File: src/rtl/stu_pkg.sv
// Package: token kinds, error codes, lexer modes, queue entry type, keyword lookup.
`timescale 1ns / 1ps
`default_nettype none
package stu_pkg;

  localparam logic [5:0] K_EOF     = 6'd0;
  localparam logic [5:0] K_IDENT   = 6'd1;
  localparam logic [5:0] K_INTEGER = 6'd2;
  localparam logic [5:0] K_KW_INT  = 6'd3;
  localparam logic [5:0] K_KW_BOOL = 6'd4;
  localparam logic [5:0] K_KW_CHAR = 6'd5;
  localparam logic [5:0] K_KW_STR  = 6'd6;
  localparam logic [5:0] K_KW_IF   = 6'd7;
  localparam logic [5:0] K_KW_ELSE = 6'd8;
  localparam logic [5:0] K_KW_WHILE = 6'd9;
  localparam logic [5:0] K_KW_RETURN = 6'd10;
  localparam logic [5:0] K_KW_TRUE = 6'd11;
  localparam logic [5:0] K_KW_FALSE = 6'd12;
  localparam logic [5:0] K_KW_ECHO = 6'd13;
  localparam logic [5:0] K_KW_ENDL = 6'd14;
  localparam logic [5:0] K_PLUS    = 6'd15;
  localparam logic [5:0] K_MINUS   = 6'd16;
  localparam logic [5:0] K_STAR    = 6'd17;
  localparam logic [5:0] K_DIV     = 6'd18;
  localparam logic [5:0] K_LPAREN  = 6'd19;
  localparam logic [5:0] K_RPAREN  = 6'd20;
  localparam logic [5:0] K_CHARLIT = 6'd21;
  localparam logic [5:0] K_STRLIT  = 6'd22;
  localparam logic [5:0] K_LBRACE  = 6'd23;
  localparam logic [5:0] K_RBRACE  = 6'd24;
  localparam logic [5:0] K_NOTEQ   = 6'd25;
  localparam logic [5:0] K_NOT     = 6'd26;
  localparam logic [5:0] K_AND     = 6'd27;
  localparam logic [5:0] K_OR      = 6'd28;
  localparam logic [5:0] K_LT      = 6'd29;
  localparam logic [5:0] K_LE      = 6'd30;
  localparam logic [5:0] K_GT      = 6'd31;
  localparam logic [5:0] K_GE      = 6'd32;
  localparam logic [5:0] K_EQ      = 6'd33;
  localparam logic [5:0] K_ASSIGN  = 6'd34;
  localparam logic [5:0] K_SEMI    = 6'd35;
  localparam logic [5:0] K_UNKNOWN = 6'd36;
  localparam logic [5:0] K_ERROR   = 6'd37;

  localparam logic [2:0] E_NONE      = 3'd0;
  localparam logic [2:0] E_BAD_CHAR  = 3'd1;
  localparam logic [2:0] E_OPEN_STR  = 3'd2;
  localparam logic [2:0] E_LONE_AMP  = 3'd3;
  localparam logic [2:0] E_LONE_BAR  = 3'd4;

  localparam logic [30:0] ACC_MAX = 31'h7FFF_FFFF;
  localparam logic [15:0] POS_MAX = 16'hFFFF;

  typedef enum logic [3:0] {
    M_IDLE, M_INT, M_IDENT, M_SLASH, M_COMMENT, M_CHAR_OPEN, M_CHAR_CLOSE,
    M_STRING, M_BANG, M_AMP, M_BAR, M_LESS, M_GREATER, M_EQUAL, M_HALT
  } mode_t;

  // One queue entry: a main token plus an optional trailing simple token.
  typedef struct packed {
    logic [5:0]  kind1;
    logic [2:0]  err1;
    logic [15:0] line1;
    logic [15:0] col1;
    logic [30:0] num1;
    logic        has_text;
    logic        is_word;
    logic        second_v;
    logic [5:0]  kind2;
    logic [15:0] line2;
    logic [15:0] col2;
  } tok_cmd_t;

  // w holds the first six text bytes, first byte in the low bits.
  function automatic logic [5:0] kw_kind(input logic [47:0] w, input logic [6:0] len);
    logic [47:0] r;
    logic [5:0]  k;
    for (int i = 0; i < 6; i++) r[8*(5-i) +: 8] = w[8*i +: 8];
    k = K_IDENT;
    if (len == 7'd3 && r[47:24] == "int") k = K_KW_INT;
    if (len == 7'd4 && r[47:16] == "bool") k = K_KW_BOOL;
    if (len == 7'd4 && r[47:16] == "char") k = K_KW_CHAR;
    if (len == 7'd3 && r[47:24] == "str") k = K_KW_STR;
    if (len == 7'd6 && r[47:0] == "string") k = K_KW_STR;
    if (len == 7'd2 && r[47:32] == "if") k = K_KW_IF;
    if (len == 7'd4 && r[47:16] == "else") k = K_KW_ELSE;
    if (len == 7'd5 && r[47:8] == "while") k = K_KW_WHILE;
    if (len == 7'd6 && r[47:0] == "return") k = K_KW_RETURN;
    if (len == 7'd4 && r[47:16] == "true") k = K_KW_TRUE;
    if (len == 7'd5 && r[47:8] == "false") k = K_KW_FALSE;
    if (len == 7'd4 && r[47:16] == "echo") k = K_KW_ECHO;
    if (len == 7'd4 && r[47:16] == "endl") k = K_KW_ENDL;
    return k;
  endfunction

endpackage
`default_nettype wire

File: src/rtl/stu_front.sv
// Lexer front end: mode machine, position counters, text store, token command push.
`timescale 1ns / 1ps
`default_nettype none
module stu_front #(
  parameter int TEXT_MAX = 32
) (
  input  wire logic                   clk,
  input  wire logic                   rst_n,
  input  wire logic [7:0]             in_byte_req,
  input  wire logic                   in_end_of_input,
  input  wire logic                   in_fire,
  output logic                        push,
  output stu_pkg::tok_cmd_t           cmd,
  output logic [TEXT_MAX*8-1:0]       cmd_text,
  output logic [$clog2(TEXT_MAX)-1:0] cmd_len
);
  localparam int LW = $clog2(TEXT_MAX);
  localparam logic [LW-1:0] LEN_CAP = LW'(TEXT_MAX - 1);

  stu_pkg::mode_t mode_r, mode_nxt;
  logic [30:0] acc_r, acc_nxt;
  logic [LW-1:0] len_r, len_nxt;
  logic [7:0] char_r, char_nxt;
  logic [15:0] line_r, line_nxt, col_r, col_nxt, tl_r, tl_nxt, tc_r, tc_nxt;
  logic [TEXT_MAX-1:0][7:0] store_r;
  logic wr_en;
  logic [LW-1:0] wr_idx;
  logic again, first_used;
  logic [7:0] b;
  logic eoi, dig, alpha, space;
  logic [34:0] acc10;
  logic [5:0] idle_kind;
  logic idle_emit;

  assign b = in_byte_req;
  assign eoi = in_end_of_input;
  assign dig = (b inside {["0":"9"]});
  assign alpha = (b inside {["a":"z"], ["A":"Z"], "_"});
  assign space = (b inside {8'd32, [8'd9:8'd13]});
  assign acc10 = ({4'b0, acc_r} << 3) + ({4'b0, acc_r} << 1) + {31'b0, b[3:0]};

  assign cmd_text = store_r;
  assign cmd_len = len_r;

  always_comb begin
    mode_nxt = mode_r;
    acc_nxt = acc_r;
    len_nxt = len_r;
    char_nxt = char_r;
    line_nxt = line_r;
    col_nxt = col_r;
    tl_nxt = tl_r;
    tc_nxt = tc_r;
    wr_en = 1'b0;
    wr_idx = len_r;
    cmd = '0;
    push = 1'b0;
    again = 1'b0;
    idle_emit = 1'b0;
    idle_kind = stu_pkg::K_EOF;
    if (in_fire && mode_r != stu_pkg::M_HALT) begin
      case (mode_r)
        stu_pkg::M_INT: begin
          if (!eoi && dig) begin
            acc_nxt = (acc10 > {4'b0, stu_pkg::ACC_MAX}) ? stu_pkg::ACC_MAX : acc10[30:0];
          end else begin
            push = 1'b1;
            cmd.kind1 = stu_pkg::K_INTEGER;
            cmd.num1 = acc_r;
            again = 1'b1;
          end
        end
        stu_pkg::M_IDENT: begin
          if (!eoi && (alpha || dig)) begin
            if (len_r < LEN_CAP) begin
              wr_en = 1'b1;
              len_nxt = len_r + 1'b1;
            end
          end else begin
            push = 1'b1;
            cmd.kind1 = stu_pkg::K_IDENT;
            cmd.has_text = 1'b1;
            cmd.is_word = 1'b1;
            again = 1'b1;
          end
        end
        stu_pkg::M_SLASH: begin
          if (!eoi && b == "/") mode_nxt = stu_pkg::M_COMMENT;
          else begin
            push = 1'b1;
            cmd.kind1 = stu_pkg::K_DIV;
            again = 1'b1;
          end
        end
        stu_pkg::M_COMMENT: begin
          if (eoi || b == 8'd10) again = 1'b1;
        end
        stu_pkg::M_CHAR_OPEN: begin
          if (eoi) begin
            push = 1'b1;
            cmd.kind1 = stu_pkg::K_ERROR;
            cmd.err1 = stu_pkg::E_BAD_CHAR;
            mode_nxt = stu_pkg::M_HALT;
          end else begin
            char_nxt = b;
            mode_nxt = stu_pkg::M_CHAR_CLOSE;
          end
        end
        stu_pkg::M_CHAR_CLOSE: begin
          push = 1'b1;
          if (!eoi && b == 8'd39) begin
            cmd.kind1 = stu_pkg::K_CHARLIT;
            cmd.num1 = {23'b0, char_r};
            mode_nxt = stu_pkg::M_IDLE;
          end else begin
            cmd.kind1 = stu_pkg::K_ERROR;
            cmd.err1 = stu_pkg::E_BAD_CHAR;
            mode_nxt = stu_pkg::M_HALT;
          end
        end
        stu_pkg::M_STRING: begin
          if (eoi) begin
            push = 1'b1;
            cmd.kind1 = stu_pkg::K_ERROR;
            cmd.err1 = stu_pkg::E_OPEN_STR;
            mode_nxt = stu_pkg::M_HALT;
          end else if (b == 8'd34) begin
            push = 1'b1;
            cmd.kind1 = stu_pkg::K_STRLIT;
            cmd.has_text = 1'b1;
            mode_nxt = stu_pkg::M_IDLE;
          end else if (len_r < LEN_CAP) begin
            wr_en = 1'b1;
            len_nxt = len_r + 1'b1;
          end
        end
        stu_pkg::M_AMP, stu_pkg::M_BAR: begin
          push = 1'b1;
          if (!eoi && b == ((mode_r == stu_pkg::M_AMP) ? "&" : "|")) begin
            cmd.kind1 = (mode_r == stu_pkg::M_AMP) ? stu_pkg::K_AND : stu_pkg::K_OR;
            mode_nxt = stu_pkg::M_IDLE;
          end else begin
            cmd.kind1 = stu_pkg::K_ERROR;
            cmd.err1 = (mode_r == stu_pkg::M_AMP) ? stu_pkg::E_LONE_AMP : stu_pkg::E_LONE_BAR;
            mode_nxt = stu_pkg::M_HALT;
          end
        end
        stu_pkg::M_BANG, stu_pkg::M_LESS, stu_pkg::M_GREATER, stu_pkg::M_EQUAL: begin
          push = 1'b1;
          if (!eoi && b == "=") begin
            case (mode_r)
              stu_pkg::M_BANG:    cmd.kind1 = stu_pkg::K_NOTEQ;
              stu_pkg::M_LESS:    cmd.kind1 = stu_pkg::K_LE;
              stu_pkg::M_GREATER: cmd.kind1 = stu_pkg::K_GE;
              default:            cmd.kind1 = stu_pkg::K_EQ;
            endcase
            mode_nxt = stu_pkg::M_IDLE;
          end else begin
            case (mode_r)
              stu_pkg::M_BANG:    cmd.kind1 = stu_pkg::K_NOT;
              stu_pkg::M_LESS:    cmd.kind1 = stu_pkg::K_LT;
              stu_pkg::M_GREATER: cmd.kind1 = stu_pkg::K_GT;
              default:            cmd.kind1 = stu_pkg::K_ASSIGN;
            endcase
            again = 1'b1;
          end
        end
        default: again = 1'b1;
      endcase

      // pending tokens start at the saved position, errors at the current one
      if (cmd.kind1 == stu_pkg::K_ERROR) begin
        cmd.line1 = line_r;
        cmd.col1 = col_r;
      end else begin
        cmd.line1 = tl_r;
        cmd.col1 = tc_r;
      end
      first_used = push;

      if (again) begin
        tl_nxt = line_r;
        tc_nxt = col_r;
        mode_nxt = stu_pkg::M_IDLE;
        if (eoi) begin
          idle_emit = 1'b1;
          idle_kind = stu_pkg::K_EOF;
        end else if (space) begin
          mode_nxt = stu_pkg::M_IDLE;
        end else if (dig) begin
          acc_nxt = {27'b0, b[3:0]};
          mode_nxt = stu_pkg::M_INT;
        end else if (alpha) begin
          wr_en = 1'b1;
          wr_idx = '0;
          len_nxt = LW'(1);
          mode_nxt = stu_pkg::M_IDENT;
        end else begin
          case (b)
            "+": begin idle_emit = 1'b1; idle_kind = stu_pkg::K_PLUS; end
            "-": begin idle_emit = 1'b1; idle_kind = stu_pkg::K_MINUS; end
            "*": begin idle_emit = 1'b1; idle_kind = stu_pkg::K_STAR; end
            "(": begin idle_emit = 1'b1; idle_kind = stu_pkg::K_LPAREN; end
            ")": begin idle_emit = 1'b1; idle_kind = stu_pkg::K_RPAREN; end
            "{": begin idle_emit = 1'b1; idle_kind = stu_pkg::K_LBRACE; end
            "}": begin idle_emit = 1'b1; idle_kind = stu_pkg::K_RBRACE; end
            ";": begin idle_emit = 1'b1; idle_kind = stu_pkg::K_SEMI; end
            "/": mode_nxt = stu_pkg::M_SLASH;
            8'd39: mode_nxt = stu_pkg::M_CHAR_OPEN;
            8'd34: begin len_nxt = '0; mode_nxt = stu_pkg::M_STRING; end
            "!": mode_nxt = stu_pkg::M_BANG;
            "&": mode_nxt = stu_pkg::M_AMP;
            "|": mode_nxt = stu_pkg::M_BAR;
            "<": mode_nxt = stu_pkg::M_LESS;
            ">": mode_nxt = stu_pkg::M_GREATER;
            "=": mode_nxt = stu_pkg::M_EQUAL;
            default: begin idle_emit = 1'b1; idle_kind = stu_pkg::K_UNKNOWN; end
          endcase
        end
        if (idle_emit) begin
          push = 1'b1;
          if (first_used) begin
            cmd.second_v = 1'b1;
            cmd.kind2 = idle_kind;
            cmd.line2 = line_r;
            cmd.col2 = col_r;
          end else begin
            cmd.kind1 = idle_kind;
            cmd.line1 = line_r;
            cmd.col1 = col_r;
          end
        end
      end

      if (mode_nxt != stu_pkg::M_HALT && !eoi) begin
        if (b == 8'd10) begin
          if (line_r != stu_pkg::POS_MAX) line_nxt = line_r + 16'd1;
          col_nxt = 16'd1;
        end else if (col_r != stu_pkg::POS_MAX) begin
          col_nxt = col_r + 16'd1;
        end
      end
    end else begin
      first_used = 1'b0;
    end
  end

  always_ff @(posedge clk) begin
    if (!rst_n) begin
      mode_r <= stu_pkg::M_IDLE;
      acc_r <= '0;
      len_r <= '0;
      char_r <= '0;
      line_r <= 16'd1;
      col_r <= 16'd1;
      tl_r <= 16'd1;
      tc_r <= 16'd1;
    end else begin
      mode_r <= mode_nxt;
      acc_r <= acc_nxt;
      len_r <= len_nxt;
      char_r <= char_nxt;
      line_r <= line_nxt;
      col_r <= col_nxt;
      tl_r <= tl_nxt;
      tc_r <= tc_nxt;
    end
  end

  always_ff @(posedge clk) begin
    if (wr_en) store_r[wr_idx] <= b;
  end

endmodule
`default_nettype wire

File: src/rtl/stu_fifo.sv
// Small token command queue between lexer front end and output back end.
`timescale 1ns / 1ps
`default_nettype none
module stu_fifo #(
  parameter int W = 8,
  parameter int DEPTH = 4
) (
  input  wire logic         clk,
  input  wire logic         rst_n,
  input  wire logic         push,
  input  wire logic [W-1:0] push_data,
  output logic              full,
  input  wire logic         pop,
  output logic              not_empty,
  output logic [W-1:0]      head
);
  localparam int AW = $clog2(DEPTH);

  logic [W-1:0] mem [DEPTH];
  logic [AW-1:0] wp_r, rp_r;
  logic [AW:0] cnt_r;

  assign full = (cnt_r == (AW + 1)'(DEPTH));
  assign not_empty = (cnt_r != '0);
  assign head = mem[rp_r];

  always_ff @(posedge clk) begin
    if (!rst_n) begin
      wp_r <= '0;
      rp_r <= '0;
      cnt_r <= '0;
    end else begin
      if (push) wp_r <= wp_r + 1'b1;
      if (pop) rp_r <= rp_r + 1'b1;
      cnt_r <= cnt_r + (AW + 1)'(push) - (AW + 1)'(pop);
    end
  end

  always_ff @(posedge clk) begin
    if (push) mem[wp_r] <= push_data;
  end

endmodule
`default_nettype wire

File: src/rtl/stu_back.sv
// Output back end: expands token commands into result transfers, text in 8-byte words.
`timescale 1ns / 1ps
`default_nettype none
module stu_back #(
  parameter int TEXT_MAX = 32
) (
  input  wire logic                          clk,
  input  wire logic                          rst_n,
  input  wire logic                          q_valid,
  input  wire stu_pkg::tok_cmd_t             q_cmd,
  input  wire logic [TEXT_MAX*8-1:0]         q_text,
  input  wire logic [$clog2(TEXT_MAX)-1:0]   q_len,
  output logic                               q_pop,
  output logic                               out_valid,
  input  wire logic                          out_ready,
  output logic [5:0]                         out_kind,
  output logic [2:0]                         out_error_code,
  output logic [15:0]                        out_start_line,
  output logic [15:0]                        out_start_column,
  output logic [30:0]                        out_number,
  output logic [63:0]                        out_text_word,
  output logic [3:0]                         out_text_bytes,
  output logic                               out_last
);
  localparam int LW = $clog2(TEXT_MAX);
  // remaining-byte count must also hold the word size for short text limits
  localparam int RW = (LW + 1 > 4) ? LW + 1 : 4;
  localparam int NW = (TEXT_MAX + 7) / 8;
  localparam int WIW = (NW > 1) ? $clog2(NW) : 1;

  stu_pkg::tok_cmd_t cur_r;
  logic [TEXT_MAX*8-1:0] text_r;
  logic [LW-1:0] len_r;
  logic [WIW-1:0] wi_r;
  logic sec_r, cur_v_r;
  logic out_valid_r;

  logic emit, done, lastw;
  logic [RW-1:0] rem;
  logic [NW*64-1:0] pad;
  logic [63:0] chunk, masked;
  logic [3:0] nb;
  logic [47:0] window;
  logic [5:0] word_kind;

  assign out_valid = out_valid_r;
  assign pad = (NW * 64)'(text_r);
  assign chunk = pad[64 * wi_r +: 64];
  assign rem = RW'(len_r) - RW'({wi_r, 3'b000});
  assign lastw = (rem <= RW'(8));
  assign nb = (rem >= RW'(8)) ? 4'd8 : 4'(rem);

  always_comb begin
    for (int j = 0; j < 8; j++) masked[8*j +: 8] = (4'(j) < nb) ? chunk[8*j +: 8] : 8'd0;
  end

  for (genvar i = 0; i < 6; i++) begin : g_win
    if (i < TEXT_MAX) begin : g_on
      assign window[8*i +: 8] = text_r[8*i +: 8];
    end else begin : g_off
      assign window[8*i +: 8] = 8'd0;
    end
  end

  assign word_kind = stu_pkg::kw_kind(window, 7'(len_r));

  assign emit = cur_v_r && (!out_valid_r || out_ready);
  assign done = emit && (sec_r || ((!cur_r.has_text || lastw) && !cur_r.second_v));
  assign q_pop = q_valid && (!cur_v_r || done);

  always_ff @(posedge clk) begin
    if (!rst_n) begin
      cur_v_r <= 1'b0;
      out_valid_r <= 1'b0;
      sec_r <= 1'b0;
      wi_r <= '0;
    end else begin
      if (emit) out_valid_r <= 1'b1;
      else if (out_ready) out_valid_r <= 1'b0;
      if (q_pop) begin
        cur_v_r <= 1'b1;
        sec_r <= 1'b0;
        wi_r <= '0;
      end else if (done) begin
        cur_v_r <= 1'b0;
      end else if (emit) begin
        if (cur_r.has_text && !lastw) wi_r <= wi_r + 1'b1;
        else sec_r <= 1'b1;
      end
    end
  end

  always_ff @(posedge clk) begin
    if (q_pop) begin
      cur_r <= q_cmd;
      text_r <= q_text;
      len_r <= q_len;
    end
    if (emit) begin
      if (sec_r) begin
        out_kind <= cur_r.kind2;
        out_error_code <= stu_pkg::E_NONE;
        out_start_line <= cur_r.line2;
        out_start_column <= cur_r.col2;
        out_number <= '0;
        out_text_word <= '0;
        out_text_bytes <= '0;
        out_last <= 1'b1;
      end else begin
        out_kind <= cur_r.is_word ? word_kind : cur_r.kind1;
        out_error_code <= cur_r.err1;
        out_start_line <= cur_r.line1;
        out_start_column <= cur_r.col1;
        out_number <= cur_r.num1;
        out_text_word <= cur_r.has_text ? masked : 64'd0;
        out_text_bytes <= cur_r.has_text ? nb : 4'd0;
        out_last <= !cur_r.has_text || lastw;
      end
    end
  end

  a_err_single: assert property (@(posedge clk) disable iff (!rst_n)
    out_valid_r && out_kind == stu_pkg::K_ERROR |-> out_last)
    else $error("error token spans several transfers");
  a_code_kind: assert property (@(posedge clk) disable iff (!rst_n)
    out_valid_r && out_error_code != stu_pkg::E_NONE |-> out_kind == stu_pkg::K_ERROR)
    else $error("error code on a non-error token");
  a_bytes: assert property (@(posedge clk) disable iff (!rst_n)
    out_valid_r |-> out_text_bytes <= 4'd8)
    else $error("text byte count above eight");
  a_sec_cur: assert property (@(posedge clk) disable iff (!rst_n)
    cur_v_r && sec_r |-> cur_r.second_v)
    else $error("trailing token phase without a trailing token");

endmodule
`default_nettype wire

File: src/rtl/source_tokenizer_unit.sv
// Top level of the streaming source tokenizer.
// Input channel: one source byte per transfer (in_byte_req), or an end marker
//   (in_end_of_input = 1, byte ignored), with in_valid / in_ready.
// Output channel: one result item per transfer, out_valid / out_ready. A token
//   is one item, or for identifiers, keywords and strings one item per 8 text
//   bytes, out_last set on its final item. Errors give one kind-37 item, then
//   every further byte is taken and dropped until reset.
// Throughput: one byte per cycle into the lexer front end; the back end gives
//   one result item per cycle while out_ready holds. The 4-entry token queue
//   between them decouples the two; in_ready drops only while that queue is
//   full, e.g. while long text tokens drain at one 8-byte word per cycle.
// Output path: with the back end idle, a token's first item goes from the transfer
//   that completes it through the queue write at that edge, the back-end command
//   register and the output register; items queued ahead of it go out first.
// Reset (rst_n low, synchronous): lexer idle, position line 1 column 1, queue
//   and output register empty. No clearing pass; text storage is only read
//   within the token that wrote it.
// Receiver stall: the output register holds its item; the back end then
//   stops, the queue fills, and only then is the input throttled.
`timescale 1ns / 1ps
`default_nettype none
module source_tokenizer_unit #(
  parameter int TEXT_MAX = 32
) (
  input  wire logic        clk,
  input  wire logic        rst_n,
  input  wire logic [7:0]  in_byte_req,
  input  wire logic        in_end_of_input,
  input  wire logic        in_valid,
  output logic             in_ready,
  output logic [5:0]       out_kind,
  output logic [2:0]       out_error_code,
  output logic [15:0]      out_start_line,
  output logic [15:0]      out_start_column,
  output logic [30:0]      out_number,
  output logic [63:0]      out_text_word,
  output logic [3:0]       out_text_bytes,
  output logic             out_last,
  output logic             out_valid,
  input  wire logic        out_ready
);
  localparam int LW = $clog2(TEXT_MAX);
  localparam int QW = $bits(stu_pkg::tok_cmd_t) + TEXT_MAX * 8 + LW;

  logic push, full, q_valid, q_pop, in_fire;
  stu_pkg::tok_cmd_t f_cmd, q_cmd;
  logic [TEXT_MAX*8-1:0] f_text, q_text;
  logic [LW-1:0] f_len, q_len;
  logic [QW-1:0] q_head;

  assign in_ready = !full;
  assign in_fire = in_valid && in_ready;

  // front end: lexes one byte per transfer, pushes finished tokens
  stu_front #(.TEXT_MAX(TEXT_MAX)) u_front (
    .clk, .rst_n, .in_byte_req, .in_end_of_input, .in_fire,
    .push, .cmd(f_cmd), .cmd_text(f_text), .cmd_len(f_len)
  );

  stu_fifo #(.W(QW), .DEPTH(4)) u_fifo (
    .clk, .rst_n, .push, .push_data({f_cmd, f_text, f_len}), .full,
    .pop(q_pop), .not_empty(q_valid), .head(q_head)
  );

  assign {q_cmd, q_text, q_len} = q_head;

  // back end: turns commands into result transfers
  stu_back #(.TEXT_MAX(TEXT_MAX)) u_back (
    .clk, .rst_n, .q_valid, .q_cmd, .q_text, .q_len, .q_pop,
    .out_valid, .out_ready, .out_kind, .out_error_code, .out_start_line,
    .out_start_column, .out_number, .out_text_word, .out_text_bytes, .out_last
  );

endmodule
`default_nettype wire

File: config.mk
export PLATFORM = sky130hd
export DESIGN_NAME = source_tokenizer_unit
export DESIGN_NICKNAME = d
export VERILOG_FILES = /design/src/rtl/stu_pkg.sv /design/src/rtl/stu_front.sv /design/src/rtl/stu_fifo.sv /design/src/rtl/stu_back.sv /design/src/rtl/source_tokenizer_unit.sv
export SDC_FILE = /design/constraint.sdc
export NUM_CORES = 2
export LEC_CHECK = 0
export ABC_AREA = 1
export BUFFER_PORTS_ARGS = -buffer_cell sky130_fd_sc_hd__buf_2
export CAP_MARGIN = 15
export CORE_MARGIN = 5
export CORE_UTILIZATION = 30
export CTS_CLUSTER_SIZE = 24
export DETAILED_ROUTE_END_ITERATION = 10
export HOLD_SLACK_MARGIN = 0.06
export PLACE_DENSITY_LB_ADDON = 0.15
export SLEW_MARGIN = 20
export SYNTH_ARGS = -nofsm -noshare
export SYNTH_HDL_FRONTEND = slang
export SYNTH_HIERARCHICAL = 1
export SYNTH_SLANG_ARGS = --single-unit
File: constraint.sdc
create_clock -name clk -period 13.2 [get_ports clk]
set_input_delay 2.64 -clock clk [delete_from_list [all_inputs] [get_ports clk]]
set_output_delay 2.64 -clock clk [all_outputs]
set_load 0.01 [all_outputs]
==> impl.org <==
** Floorplanning
- The die is 576.8 um tall.
- Full die area :: 0.3327 mm2
- In this run the horizontal extent of the chip is 576.8 um.
- Initial standard-cell utilization of the core :: 0.3006
- In this run the standard cell core region covers 0.3206 mm2.
- The floorplan has 208 rows.
- Top-level I/O count :: 156

** Critical path
- Critical Path, Cell by Cell :: buf_2 -> buf_4 -> nor2_4 -> nand2_2 -> inv_2 -> nand2_1 -> o21ai_2 -> nand2_4 -> nor2_8 -> inv_4 -> nand2_2 -> nand3_4 -> nand2_2 -> inv_2 -> nand2_1 -> o21ai_0 -> nand2_1 -> inv_8 -> buf_4
- In this run the worst path has a maximum fanout of 93.
- STA puts the critical path data required time at 13650 ps.
- The worst setup path is captured at a flop.
- Among all stages on the critical path, the largest delay is contributed by buf_4.
- For the worst setup path, the data arrival time is 7290 ps.
- Critical path start-end classification :: primary input to flop
- CP max stage delay :: 830 ps
- Sort of element at the start of the critical path :: primary input

** Timing
- In the finished design, the share of the clock period the worst path needs comes to 0.5180.
- Subtracting the final worst setup slack from the clock period gives 6838 ps.
- Count of endpoints failing setup in the final report :: 0
- Transition at the pin with the smallest max-transition slack :: 1105 ps
- In the post-route analysis, the smallest setup slack over all paths is 6362 ps.
- Skew final :: 50.64 ps
- Slew Limit Fails :: 0
- Final total negative setup slack :: 0 ps
- The worst pin sits at a relative slew slack of 0.2633.
- Hold violation count in the final report :: 0
- Setup repair after global routing missed its margin :: no
- Static timing analysis puts the maximum clock frequency at 0.1462 GHz.

** Synthesis
- Yosys printed 6 warnings.
- Number of enable-type register cells in the synthesized netlist :: 2267
- Seq/Total Area, Yosys :: 0.7325
- Summing every instance area after synthesis gives 0.09638 mm2.
- The average instance in the mapped netlist occupies 12.22 um2.
- Distinct cell type count after synthesis :: 63
- Number of standard cells after synthesis :: 7884
- For this run, asynchronously set or reset flops after synthesis account for 0.
- The most used flip-flop cell after synthesis is edfxtp_1.
- The synthesized design contains 2393 register bits.

** Final layout
- Post-route non-filler standard cell count :: 12580
- Finished layout cell area :: 0.1108 mm2
- Fraction of final layout cells with drive strength greater than 1 :: 0.08765
- For this run, the post-layout net count is 8135.
- Area delta synth->final :: 15.01%
- Leaving out fill and tap cells, the most frequent cell in the layout is edfxtp_1.
- Commonest cells after routing, fill and taps aside :: edfxtp_1, nand2_1, inv_1, a21oi_1, o21ai_0

** Power
- Int Pwr :: 16.49 mW
- Static Leak :: 40.65 nW
- IR analysis of the VDD net gives a maximum drop of 217.9 uV.
- The share of total power dissipated in the clock network is 0.317.
- The share of total power dissipated in combinational logic is 0.224.
- Of the total power, the share spent switching nets is 0.3250.
- The design draws 24.44 mW.
- Summed over all nets, the switching power comes to 7.942 mW.
- Power spread over the standard cell area amounts to 220.4 mW/mm2.
- Register share of total power :: 0.459

** GRT
- Most Crowded Layer GR :: met2
- Met1 track utilization from global routing :: 0.2111
- Global routing finished with a remaining overflow of 0.
- The number of antenna violations at the first check in global routing is 26.
- In the global route stage, overall resource usage came out at 0.1519.
- Wire length of the first global-routing pass :: 380.8 mm
- Number of global-route vias before repair :: 56440
- For this run, global-route usage on met3 was measured as 0.02222.
- Maximum number of pins on one net before global-route repair :: 222
- For met2 alone, demand over resource in global routing was 0.2507.

** Clock tree
- Hold repair after CTS inserted 0 buffers.
- TritonCTS sink count :: 2393
- Insertion delay of the later-clocked pin in the worst-skew pair :: 870 ps
- Clock-pin slew was measured on the worst setup and hold paths at 60 ps.
- Once the clock tree was built, the setup fixing pass inserted 0 buffers.
- Clock tree from TritonCTS :: done
- Clock buffer count from CTS :: 279
- Gates resized during post-CTS repair numbered 0.
- Number of H-tree branching levels :: 5
- CTS placed an instance of clkbuf_16 at the clock tree root.
- Maximum buffer depth of the clock tree :: 4

** Drt
- Remaining antenna violation count :: 0
- The final layout contains routed wiring with a total length of 258.4 mm.
- Routed wire per std cell :: 20.54 um
- Router iterations before antenna repair :: 5
- In the routed design, unresolved DRC markers number 0.
- Detailed routing inserted a total of 57650 vias.
- Dividing the detail-routed via count by the number of cells gives 4.582.
- For this block, the initial DRC count from the detailed router was 3915.

** Placed design
- Including well taps, the total number of placed cells is 12070.
- DPL Wire Length :: 149.0 mm
- At the placement stage, the worst setup path has a slack of 5406 ps.
- Port-buffer cells :: 155
- Placed inst area :: 0.1016 mm2
- Final weighted congestion of routability-driven global placement :: 0.8283

** Worst hold path
- Worst min-delay path category :: flop to flop

** Status
- Status :: finished clean

** Run
- Max-cap viol count :: 0
==> critical path: cells and delay by family <==
family | cells | cell delay [ps]
and+or+nand+nor | 10 | 1410
buffers and inverters | 7 | 2640
AOI/OAI and AO/OA | 2 | 350
==> metrics by stage <==
stage	utilization	hold slack, ps
finish	0.3457	464.5
global route	0.3457	475.5
CTS	0.3457	450.6
detailed placement	0.3170	460.1
global placement	0.3170	439.8
floorplan	-	435.6
==> flip-flops by register name, summed over array words and instances (netlist names), 31 cells and up, named ones only <==
name / cells
u_back/cur_r: 113
u_back/out_number: 31
u_back/out_text_word: 64
u_back/pad: 256
u_fifo/mem: 1496
u_front/acc_r: 31
u_front/cmd_text: 256
==> layout make-up <==
cell class / count / area (um2)
Fill cell: 31490 / 209800
Sequential cell: 2393 / 70620
Multi-Input combinational cell: 4032 / 19890
Clock buffer: 339 / 7321
Tap cell: 4305 / 5386
Inverter: 1102 / 4193
Clock inverter: 167 / 1867
Timing Repair Buffer: 239 / 1572
Antenna cell: 3 / 7.507
==> logic make-up (layout without fill, tap and decap cells) <==
family | count (synthesis) | count (layout) | synth area share
buffers and inverters | 1466 | 1847 | 0.06191
other | 1 | 11 | 0.00003891
AOI/OAI and AO/OA | 1675 | 1675 | 0.09824
DFF | 2393 | 2393 | 0.7325
and+or+nand+nor | 2223 | 2223 | 0.09263
xor gates and xnor gates | 51 | 51 | 0.004635
adders and majority gates | 75 | 75 | 0.01005
==> power groups by stage <==
stage / Sequential (mW) / Combinational (mW) / Clock (mW)
after global placement: 11.4 / 5.63 / 0
after floorplan: 11.8 / 3.31 / 0
after CTS: 11.2 / 5.69 / 8.02
after detailed placement: 11.4 / 5.66 / 0
final: 11.2 / 5.48 / 7.75
after global routing: 11.4 / 6.17 / 8.35
==> per-layer routing <==
metal	share of wire	up-vias
li1	-	27630
met1	0.46	28410
met2	0.47	1226
met3	0.046	366
met4	0.024	6
met5	0.00014	-
==> synth_stat cells, drive strengths merged (2+ instances only) <==
library cell  count  area (um2)
nand3b            4       30.03
ha               71       888.4
nor2            537        2077
a21boi            2       15.01
nor3b             4       35.03
o211ai          378        2838
dfxtp           126        2522
inv            1101        4135
a22o              2       17.52
nand2          1463        5554
o31ai             4       43.79
o22ai             7       43.79
a211oi            2       15.01
nor4             13       87.58
nand3           111       608.1
nand4            30       193.9
a22oi             6       45.04
a31oi             5       31.28
buf             284        1525
and3              3       18.77
or2               2       12.52
o21bai            5       48.80
o2111ai           2       17.52
clkbuf           80       301.5
nor3             54       297.8
a21oi           621        3123
edfxtp         2267       68080
fa                4       80.08
xor2             35       306.5
o21ai           637        3196
and2              2       12.51
xnor2            16       140.1
==> worst paths after layout <==
| path | start | endpoint | slack [ps] | depth (start not counted) |
|---|---|---|---|---|
| min reg2reg | u_fifo/rp_r[1] | flop | 460 | 2 |
| max | in_byte_req[6] | u_fifo/mem[2][113] | 6360 | 19 |
| max reg2reg | u_back/len_r[3] | u_back/pad[186] | 8110 | 15 |
| min | u_fifo/rp_r[1] | flop | 460 | 2 |
(Power assumes the default switching activity.)
